File: config.mk
export PLATFORM = sky130hd
export DESIGN_NAME = ring_buffer_frame_extractor
export DESIGN_NICKNAME = d
export VERILOG_FILES = /design/src/design/rbfe_pkg.sv /design/src/design/rbfe_ring.sv /design/src/design/ring_buffer_frame_extractor.sv
export SDC_FILE = /design/constraint.sdc
export NUM_CORES = 2
export LEC_CHECK = 0
export ABC_AREA = 1
export BUFFER_PORTS_ARGS = -buffer_cell sky130_fd_sc_hd__buf_2
export CORE_ASPECT_RATIO = 1.4
export CORE_MARGIN = 8
export CORE_UTILIZATION = 45
export DETAILED_ROUTE_END_ITERATION = 10
export GPL_ROUTABILITY_DRIVEN = 0
export HOLD_SLACK_MARGIN = 0.12
export SYNTH_ARGS = -nofsm -noshare
export SYNTH_HDL_FRONTEND = slang
export SYNTH_SLANG_ARGS = --single-unit
File: constraint.sdc
create_clock -name clock -period 6.28 [get_ports clock]
set_input_delay 1.256 -clock clock [delete_from_list [all_inputs] [get_ports clock]]
set_output_delay 1.256 -clock clock [all_outputs]
set_load 0.02 [all_outputs]
File: src/design/rbfe_pkg.sv
// ----------------------------------------------------------------------------
// rbfe_pkg
// Shared constants, codes and helpers for the ring buffer frame extractor.
// ----------------------------------------------------------------------------
package rbfe_pkg;

   // Ring and search limits.
   localparam int RING_DEPTH    = 128;
   localparam int MAX_HEADERS   = 5;
   localparam int MAX_FRAME_LEN = 64;
   localparam int STALE_POLLS   = 3;

   localparam int PTR_W   = $clog2(RING_DEPTH);
   localparam int HCNT_W  = $clog2(MAX_HEADERS + 1);
   localparam int FLEN_CAP = (MAX_FRAME_LEN < RING_DEPTH - 1) ? MAX_FRAME_LEN : RING_DEPTH - 1;
   localparam int STALE_W = 2;
   localparam int LEN_W   = 9;
   localparam int MIN_AVAIL = 5;

   // Sync header bytes and length overhead.
   localparam logic [7:0] SYNC_A = 8'h5A;
   localparam logic [7:0] SYNC_B = 8'hA5;
   localparam logic [LEN_W-1:0] LEN_OVERHEAD = 9'd3;

   // Command codes.
   localparam logic CMD_STORE = 1'b0;
   localparam logic CMD_POLL  = 1'b1;

   // Status codes of a result beat.
   typedef enum logic [2:0] {
      ST_STORED  = 3'd0,
      ST_OVERRUN = 3'd1,
      ST_WAIT    = 3'd2,
      ST_FRAME   = 3'd3,
      ST_DROP    = 3'd4,
      ST_JUNK    = 3'd5
   } status_type;

   // Pointer plus offset, wrapped at the ring depth (offset below the depth).
   function automatic logic [PTR_W-1:0] ring_add(input logic [PTR_W-1:0] p,
                                                 input logic [PTR_W-1:0] x);
      logic [PTR_W:0] s;
      s = {1'b0, p} + {1'b0, x};
      if (s >= (PTR_W+1)'(RING_DEPTH)) begin
         s = s - (PTR_W+1)'(RING_DEPTH);
      end
      return s[PTR_W-1:0];
   endfunction

endpackage

File: src/design/rbfe_ring.sv
// ----------------------------------------------------------------------------
// rbfe_ring
// Byte ring storage: one write port, one registered read port. Entries that
// were never written since reset read as zero.
// ----------------------------------------------------------------------------
module rbfe_ring (
   input  logic                       clock,
   input  logic                       reset,
   input  logic                       wr_en,
   input  logic [rbfe_pkg::PTR_W-1:0] wr_addr,
   input  logic [7:0]                 wr_data,
   input  logic                       rd_en,
   input  logic [rbfe_pkg::PTR_W-1:0] rd_addr,
   output logic [7:0]                 rd_data
);
   import rbfe_pkg::*;

   logic [7:0]            mem_ff [RING_DEPTH];
   logic [RING_DEPTH-1:0] vld_ff;
   logic [7:0]            q_ff;
   logic                  qv_ff;

   // Storage array and registered read.
   always_ff @(posedge clock) begin
      if (wr_en) begin
         mem_ff[wr_addr] <= wr_data;
      end
      if (rd_en) begin
         q_ff <= mem_ff[rd_addr];
      end
   end

   // Written flags, cleared at reset so the ring reads as all zeros.
   always_ff @(posedge clock) begin
      if (reset) begin
         vld_ff <= '0;
         qv_ff  <= 1'b0;
      end else begin
         if (wr_en) begin
            vld_ff[wr_addr] <= 1'b1;
         end
         if (rd_en) begin
            qv_ff <= vld_ff[rd_addr];
         end
      end
   end

   assign rd_data = qv_ff ? q_ff : 8'd0;

endmodule

File: src/design/ring_buffer_frame_extractor.sv
// ----------------------------------------------------------------------------
// ring_buffer_frame_extractor
// Stores received bytes in a ring and deframes sync/length/checksum frames.
// ----------------------------------------------------------------------------
// Usage:
// The req_ channel carries one beat per command. A store beat writes
// req_rx_byte into the ring and yields one rsp_ beat (stored or overrun) in
// the next cycle, so bytes can stream at one every cycle while rsp_ready is
// high. A poll beat runs one analysis pass, reading the unread bytes and one
// more, one per cycle through its single read port. A frame that passes the
// length check is summed from its length byte to its end; with a zero sum
// and the frame store not full, it goes out as frame_byte beats, each byte
// read from the ring and then sent. rsp_last marks the final beat of each
// command. No new command is accepted until every beat of the current one
// has been taken. Low rsp_ready holds the result in the output register and
// pauses frame delivery. Reset empties the ring, zeroes its contents and
// clears the stale count; commands are accepted in the first cycle after it.
// ----------------------------------------------------------------------------
module ring_buffer_frame_extractor (
   input  logic       clock,
   input  logic       reset,
   input  logic       req_valid,
   output logic       req_ready,
   input  logic       req_command,
   input  logic [7:0] req_rx_byte,
   input  logic       req_frame_store_full,
   output logic       rsp_valid,
   input  logic       rsp_ready,
   output logic [2:0] rsp_status,
   output logic [7:0] rsp_frame_byte,
   output logic       rsp_last
);
   import rbfe_pkg::*;

   typedef enum logic [6:0] {
      S_IDLE     = 7'b0000001,
      S_SCAN     = 7'b0000010,
      S_DECIDE   = 7'b0000100,
      S_SUM      = 7'b0001000,
      S_CHECK    = 7'b0010000,
      S_DLV_RD   = 7'b0100000,
      S_DLV_WAIT = 7'b1000000
   } state_type;

   state_type         state_ff, state_in;
   logic [PTR_W-1:0]  wp_ff, wp_in, rp_ff, rp_in, avail_ff, avail_in;
   logic [PTR_W-1:0]  iss_ff, iss_in, didx_ff, didx_in;
   logic              iss_done_ff, iss_done_in, dv_ff, dv_in;
   logic [STALE_W-1:0] stale_ff, stale_in;
   logic              full_ff, full_in;
   logic [7:0]        prev_ff, prev_in, len0_ff, len0_in, sum_ff, sum_in;
   logic [HCNT_W-1:0] nhdr_ff, nhdr_in;
   logic [PTR_W-1:0]  h0_ff, h0_in, head1_ff, head1_in, hlast_ff, hlast_in;
   logic              match_ff, match_in, lenpend_ff, lenpend_in;
   logic [PTR_W-1:0]  flen_ff, flen_in;
   logic              rsp_valid_ff, rsp_valid_in, rsp_last_ff, rsp_last_in;
   status_type        rsp_status_ff, rsp_status_in;
   logic [7:0]        rsp_byte_ff, rsp_byte_in;

   logic              wr_en, rd_en;
   logic [PTR_W-1:0]  rd_addr;
   logic [7:0]        rd_data;

   logic              out_free;
   logic [PTR_W-1:0]  wp_next, avail_now, start_idx, rp_at_h0, rem, dist1, dist_last;
   logic [LEN_W-1:0]  flen_w;
   logic [STALE_W-1:0] stale_up;
   logic              is_hdr;

   rbfe_ring u_ring (
      .clock   (clock),
      .reset   (reset),
      .wr_en   (wr_en),
      .wr_addr (wp_ff),
      .wr_data (req_rx_byte),
      .rd_en   (rd_en),
      .rd_addr (rd_addr),
      .rd_data (rd_data)
   );

   assign out_free  = !rsp_valid_ff || rsp_ready;
   assign req_ready = (state_ff == S_IDLE) && out_free;

   // Derived pointer arithmetic.
   always_comb begin
      wp_next   = (wp_ff == PTR_W'(RING_DEPTH - 1)) ? '0 : wp_ff + 1'b1;
      avail_now = (wp_ff >= rp_ff) ? wp_ff - rp_ff
                                   : PTR_W'((PTR_W+1)'(RING_DEPTH) + wp_ff - rp_ff);
      start_idx = didx_ff - 1'b1;
      rp_at_h0  = ring_add(rp_ff, h0_ff);
      rem       = avail_ff - h0_ff;
      dist1     = head1_ff - h0_ff;
      dist_last = hlast_ff - h0_ff;
      flen_w    = {1'b0, len0_ff} + LEN_OVERHEAD;
      stale_up  = stale_ff + 1'b1;
      is_hdr    = (didx_ff != '0) && (didx_ff != avail_ff) &&
                  (prev_ff == SYNC_A) && (rd_data == SYNC_B);
   end

   // Main sequencer.
   always_comb begin
      state_in    = state_ff;
      wp_in       = wp_ff;
      rp_in       = rp_ff;
      avail_in    = avail_ff;
      iss_in      = iss_ff;
      iss_done_in = iss_done_ff;
      dv_in       = 1'b0;
      didx_in     = didx_ff;
      stale_in    = stale_ff;
      full_in     = full_ff;
      prev_in     = prev_ff;
      len0_in     = len0_ff;
      sum_in      = sum_ff;
      nhdr_in     = nhdr_ff;
      h0_in       = h0_ff;
      head1_in    = head1_ff;
      hlast_in    = hlast_ff;
      match_in    = match_ff;
      lenpend_in  = lenpend_ff;
      flen_in     = flen_ff;
      wr_en       = 1'b0;
      rd_en       = 1'b0;
      rd_addr     = ring_add(rp_ff, iss_ff);

      rsp_valid_in  = rsp_valid_ff && !rsp_ready;
      rsp_status_in = rsp_status_ff;
      rsp_byte_in   = rsp_byte_ff;
      rsp_last_in   = rsp_last_ff;

      unique case (state_ff)
         S_IDLE: begin
            if (req_valid && req_ready) begin
               rsp_byte_in = 8'd0;
               rsp_last_in = 1'b1;
               if (req_command == CMD_STORE) begin
                  rsp_valid_in = 1'b1;
                  if (wp_next == rp_ff) begin
                     rsp_status_in = ST_OVERRUN;
                  end else begin
                     wr_en         = 1'b1;
                     wp_in         = wp_next;
                     rsp_status_in = ST_STORED;
                  end
               end else if (avail_now < PTR_W'(MIN_AVAIL)) begin
                  rsp_valid_in  = 1'b1;
                  rsp_status_in = ST_WAIT;
               end else begin
                  avail_in    = avail_now;
                  full_in     = req_frame_store_full;
                  iss_in      = '0;
                  iss_done_in = 1'b0;
                  nhdr_in     = '0;
                  match_in    = 1'b0;
                  lenpend_in  = 1'b0;
                  state_in    = S_SCAN;
               end
            end
         end

         // Walk the unread bytes plus one for a trailing length byte.
         S_SCAN: begin
            if (!iss_done_ff) begin
               rd_en   = 1'b1;
               dv_in   = 1'b1;
               didx_in = iss_ff;
               if (iss_ff == avail_ff) begin
                  iss_done_in = 1'b1;
               end else begin
                  iss_in = iss_ff + 1'b1;
               end
            end
            if (dv_ff) begin
               prev_in = rd_data;
               if (lenpend_ff) begin
                  len0_in    = rd_data;
                  lenpend_in = 1'b0;
               end
               if (is_hdr && (nhdr_ff < HCNT_W'(MAX_HEADERS))) begin
                  nhdr_in = nhdr_ff + 1'b1;
                  if (nhdr_ff == '0) begin
                     h0_in      = start_idx;
                     lenpend_in = 1'b1;
                  end else begin
                     if (nhdr_ff == HCNT_W'(1)) begin
                        head1_in = start_idx;
                     end
                     hlast_in = start_idx;
                     if (LEN_W'(start_idx - h0_ff) == flen_w) begin
                        match_in = 1'b1;
                     end
                  end
               end
               if (didx_ff == avail_ff) begin
                  state_in = S_DECIDE;
               end
            end
         end

         // Judge the first header's length against the data and later headers.
         S_DECIDE: begin
            rsp_byte_in = 8'd0;
            rsp_last_in = 1'b1;
            flen_in     = flen_w[PTR_W-1:0];
            state_in    = S_IDLE;
            rp_in       = rp_at_h0;
            if (nhdr_ff == '0) begin
               rp_in         = wp_ff;
               rsp_valid_in  = 1'b1;
               rsp_status_in = ST_JUNK;
            end else if (flen_w > LEN_W'(FLEN_CAP)) begin
               stale_in      = '0;
               rp_in         = ring_add(rp_at_h0, PTR_W'(2));
               rsp_valid_in  = 1'b1;
               rsp_status_in = ST_DROP;
            end else if ((nhdr_ff == HCNT_W'(1) && flen_w <= LEN_W'(rem)) ||
                         (nhdr_ff != HCNT_W'(1) && (flen_w == LEN_W'(rem) || match_ff))) begin
               stale_in    = '0;
               iss_in      = PTR_W'(2);
               iss_done_in = 1'b0;
               sum_in      = 8'd0;
               state_in    = S_SUM;
            end else if (nhdr_ff == HCNT_W'(1)) begin
               rsp_valid_in  = 1'b1;
               rsp_status_in = ST_WAIT;
            end else if (flen_w > LEN_W'(dist_last)) begin
               rsp_valid_in = 1'b1;
               if (stale_up >= STALE_W'(STALE_POLLS)) begin
                  stale_in      = '0;
                  rp_in         = ring_add(rp_at_h0, dist1);
                  rsp_status_in = ST_DROP;
               end else begin
                  stale_in      = stale_up;
                  rsp_status_in = ST_WAIT;
               end
            end else begin
               rp_in         = ring_add(rp_at_h0, dist1);
               rsp_valid_in  = 1'b1;
               rsp_status_in = ST_DROP;
            end
         end

         // Sum from the length byte through the end of the frame.
         S_SUM: begin
            if (!iss_done_ff) begin
               rd_en = 1'b1;
               dv_in = 1'b1;
               if (iss_ff == flen_ff - 1'b1) begin
                  iss_done_in = 1'b1;
               end else begin
                  iss_in = iss_ff + 1'b1;
               end
            end
            if (dv_ff) begin
               sum_in = sum_ff + rd_data;
               if (iss_done_ff) begin
                  state_in = S_CHECK;
               end
            end
         end

         S_CHECK: begin
            if (sum_ff != 8'd0 || full_ff) begin
               rp_in         = ring_add(rp_ff, flen_ff);
               rsp_valid_in  = 1'b1;
               rsp_status_in = ST_DROP;
               rsp_byte_in   = 8'd0;
               rsp_last_in   = 1'b1;
               state_in      = S_IDLE;
            end else begin
               iss_in   = '0;
               state_in = S_DLV_RD;
            end
         end

         // Deliver the frame byte by byte, reading each byte once the output is free.
         S_DLV_RD: begin
            if (out_free) begin
               rd_en    = 1'b1;
               state_in = S_DLV_WAIT;
            end
         end

         S_DLV_WAIT: begin
            rsp_valid_in  = 1'b1;
            rsp_status_in = ST_FRAME;
            rsp_byte_in   = rd_data;
            rsp_last_in   = (iss_ff == flen_ff - 1'b1);
            if (iss_ff == flen_ff - 1'b1) begin
               rp_in    = ring_add(rp_ff, flen_ff);
               state_in = S_IDLE;
            end else begin
               iss_in   = iss_ff + 1'b1;
               state_in = S_DLV_RD;
            end
         end

         default: begin
            state_in = S_IDLE;
         end
      endcase
   end

   // Control registers.
   always_ff @(posedge clock) begin
      if (reset) begin
         state_ff     <= S_IDLE;
         wp_ff        <= '0;
         rp_ff        <= '0;
         stale_ff     <= '0;
         dv_ff        <= 1'b0;
         iss_done_ff  <= 1'b0;
         lenpend_ff   <= 1'b0;
         rsp_valid_ff <= 1'b0;
      end else begin
         state_ff     <= state_in;
         wp_ff        <= wp_in;
         rp_ff        <= rp_in;
         stale_ff     <= stale_in;
         dv_ff        <= dv_in;
         iss_done_ff  <= iss_done_in;
         lenpend_ff   <= lenpend_in;
         rsp_valid_ff <= rsp_valid_in;
      end
   end

   // Working and payload registers.
   always_ff @(posedge clock) begin
      avail_ff      <= avail_in;
      iss_ff        <= iss_in;
      didx_ff       <= didx_in;
      full_ff       <= full_in;
      prev_ff       <= prev_in;
      len0_ff       <= len0_in;
      sum_ff        <= sum_in;
      nhdr_ff       <= nhdr_in;
      h0_ff         <= h0_in;
      head1_ff      <= head1_in;
      hlast_ff      <= hlast_in;
      match_ff      <= match_in;
      flen_ff       <= flen_in;
      rsp_status_ff <= rsp_status_in;
      rsp_byte_ff   <= rsp_byte_in;
      rsp_last_ff   <= rsp_last_in;
   end

   assign rsp_valid      = rsp_valid_ff;
   assign rsp_status     = rsp_status_ff;
   assign rsp_frame_byte = rsp_byte_ff;
   assign rsp_last       = rsp_last_ff;

endmodule
==> flow_summary.toml <==
[synth]
synth_seq_cells = 1278
synth_compound_area_share_pct = 13.62
synthXorXnorAreaFrac_pct = 1.380
synth.avg_cell_area_um2 = 11.19
syn-num-nets = 5088
synth_area_um2 = 55690
ys_seq_area_share_pct = 66.11
synthAdderAreaFrac_pct = 2.373
ys_warn_count = 0
synth_mux_area_share_pct = 0
syn_inst = 4975
synth.distinct_cells = 55
ys.flop_type = "edfxtp_1"
synth_enable_flop_cells = 1122
async_reset_ff_share_pct = 0
synthSimpleGateAreaFrac_pct = 11.57
synth_top_family_by_area = "compound AO/OA/AOI/OAI gates"

[floorplan]
die-area_um2 = 135400
initial_core_util_pct = 45.40
coreArea_um2 = 122700
dieHeight_um = 432.2
io_pins = 28
fp.dieW_um = 313.3
num_rows = 152

[sta]
drv_slew = 0
grt_setup_unrepaired = "no"
relSlewSlack_pct = 11.38
hold_slack_ps = 448.7
worstMarginPinSlew_ps = 1329
fin_skew_ps = 48.69
period_needed_ps = 4841
setup_viol = 0
fin_crit_sh_pct = 77.09
tns_ps = 0
hold_violations = 0
fmax_mhz = 206.6

[clocking]
cts.sinks = 1278
cts_hold_buf = 0
insertion_delay_ps = 750
clkTransAtPathRegs_ps = 70
cts_setup_buffers = 0
cts-buffers-inserted = 115
cts.path.max_buffers = 3
ctsResizeCount = 0
clk_root_buffer_cell = "clkbuf_16"
cts_tree = "built"
h-tree-depth = 3

[cells_and_area]
layout-drive-gt1-share_pct = 6.851
utilization_pct = 49.75
multi_input_area_um2 = 16200
fillCellCount = 10840
syn2layout_area_growth_pct = 9.578
regArea_um2 = 36820
instances_no_fill = 6611
num-nets-final = 5008

[routing]
drtPass1Iterations = 6
route.vias.total = 37817
route.detailed.drc = 0
vias_per_cell = 5.720
post_drt_wl_per_cell_um = 23.51
routed_wl_um = 155500
first_iter_violations = 3636
drtAntennaViolNets = 0

[grt]
gr-total-overflow = 0
grt_pass1_wl_um = 230800
grt_max_degree = 201
track_usage_pct = 22.28
antenna_found_initial = 4
grt_pass1_vias = 36484

[critical_path]
worst_ep_arrival_time_ps = 5440
cp_max_fo = 191
worst_setup_path_start_kind = "flop"
crit_path_end_kind = "flop"
path_class = "reg -> reg"
required_ps = 6880

[status]
status = "completed"

[power_and_ir_drop]
p_leak_nw = 21.95
power_switching_w = 0.009629
vdd_ir_drop_max_uv = 514.5
pwr-share-comb_pct = 34.1
pwr-share-seq_pct = 38.3
internal-power_w = 0.01555
powerDensity_nw_per_um2 = 412.7
clkPwrFrac_pct = 27.5
p_sw_share_pct = 38.24

[place]
io_buffers = 27
dp_hpwl_um = 93680
dp.cells = 6395

[worst_hold_path]
min_path_type = "reg -> reg"

[flow_run]
cap_violations = 0
## sequential cells by signal, indices dropped and copies added (netlist names), 2 cells and up
name	count
flen_ff	7
wp_ff	7
stale_ff	2
rp_ff	7
state_ff	7
hlast_ff	7
h0_ff	7
avail_ff	7
iss_ff	7
head1_ff	7
nhdr_ff	3
rsp_frame_byte	8
rsp_status	3
prev_ff	8
sum_ff	8
u_ring.vld_ff	128
u_ring.q_ff	8
didx_ff	7
len0_ff	8
u_ring.mem_ff	1024
## metrics by stage
| stage | area (um^2) | power, W | setup slack [ps] |
|---|---|---|---|
| after floorplan | 55690 | 0.01520 | 2651 |
| after global placement | 57350 | 0.01833 | 1601 |
| after detailed placement | 57350 | 0.01841 | 1664 |
| after CTS | 61020 | 0.02527 | 1652 |
| after global routing | 61020 | 0.02634 | 1331 |
| final | 61020 | 0.02518 | 1439 |
## path summary, 6_finish.rpt
check | startpoint | endpoint | slack [ps] | cells past startpoint
max | iss_ff[0] | u_ring.q_ff[4] | 1440 | 9
min | u_ring.vld_ff[108] | u_ring.vld_ff[108] | 450 | 2
max reg2reg | iss_ff[0] | u_ring.q_ff[4] | 1440 | 9
min reg2reg | u_ring.vld_ff[108] | u_ring.vld_ff[108] | 450 | 2
## power by group through the flow
stage               Sequential (W)  Clock [W]  Combinational [W]
global route               0.00966    0.00733            0.00935
finish                     0.00965    0.00694            0.00860
global placement           0.00983          0            0.00850
detailed placement         0.00983          0            0.00857
CTS                        0.00965    0.00701            0.00861
floorplan                  0.00979          0            0.00540
## synth_stat cells (all sizes together) (6+ instances only)
library cell,instances,area share [%]
nor2,773,5.6
o21ai,604,5.4
a21oi,306,2.8
xor2,50,0.81
o211ai,114,1.5
dfxtp,156,5.6
clkbuf,191,1.3
nor4,6,0.094
nand3,187,1.7
ha,88,2.0
nand2,485,3.3
a211oi,6,0.081
edfxtp,1122,61
nand4,29,0.34
nor3,33,0.36
inv,415,2.8
o21a,57,0.77
fa,11,0.40
xnor2,36,0.57
o311ai,23,0.36
o31ai,13,0.18
o221ai,149,2.3
buf,91,0.83
## cells by family after synthesis
group           count (synthesis)
simple gates                 1527
compound gates               1284
flops                        1278
buf+inv                       701
fa+ha+maj                      99
xor+xnor                       86
## critical path, stage by stage, from the launching register on
cell and delay, ps:
edfxtp_1 540, ha_4 230, fa_4 970, buf_12 450
o21ai_0 210, o211ai_1 230, a21oi_1 130, o311ai_0 870
nand3_1 420, nand2_1 140
## routing by layer
metal / GRT usage [%] / vias to the layer above / share of wire, %
met5: 0 / - / 0.0084
met4: 10.19 / 2 / 4.5
met3: 2.680 / 301 / 5.3
met2: 38.99 / 1186 / 50
met1: 27.52 / 18770 / 40
li1: - / 17558 / -
## cell usage in the layout, fill, tap and decap left out, types with 24 or more instances in the layout
master / n
o21a_1: 57
o221ai_1: 149
clkbuf_1: 27
xor2_1: 48
clkbuf_16: 117
edfxtp_1: 1122
nor2_1: 758
ha_1: 87
a21oi_1: 306
inv_1: 368
xnor2_1: 35
inv_2: 45
nand4_1: 28
o21ai_0: 600
dfxtp_1: 156
buf_4: 57
nor3_1: 24
clkinv_1: 32
nand2_1: 474
nand3_1: 185
o211ai_1: 113
## cell type report
cell class	instances	share of cell area, %
Clock inverter	63	0.8837
Antenna cell	2	0.008202
Clock buffer	151	5.122
Sequential cell	1278	60.33
Timing Repair Buffer	85	1.177
Tap cell	1617	3.315
Inverter	419	2.618
Multi-Input combinational cell	2996	26.54
(Power assumes the default switching activity.)
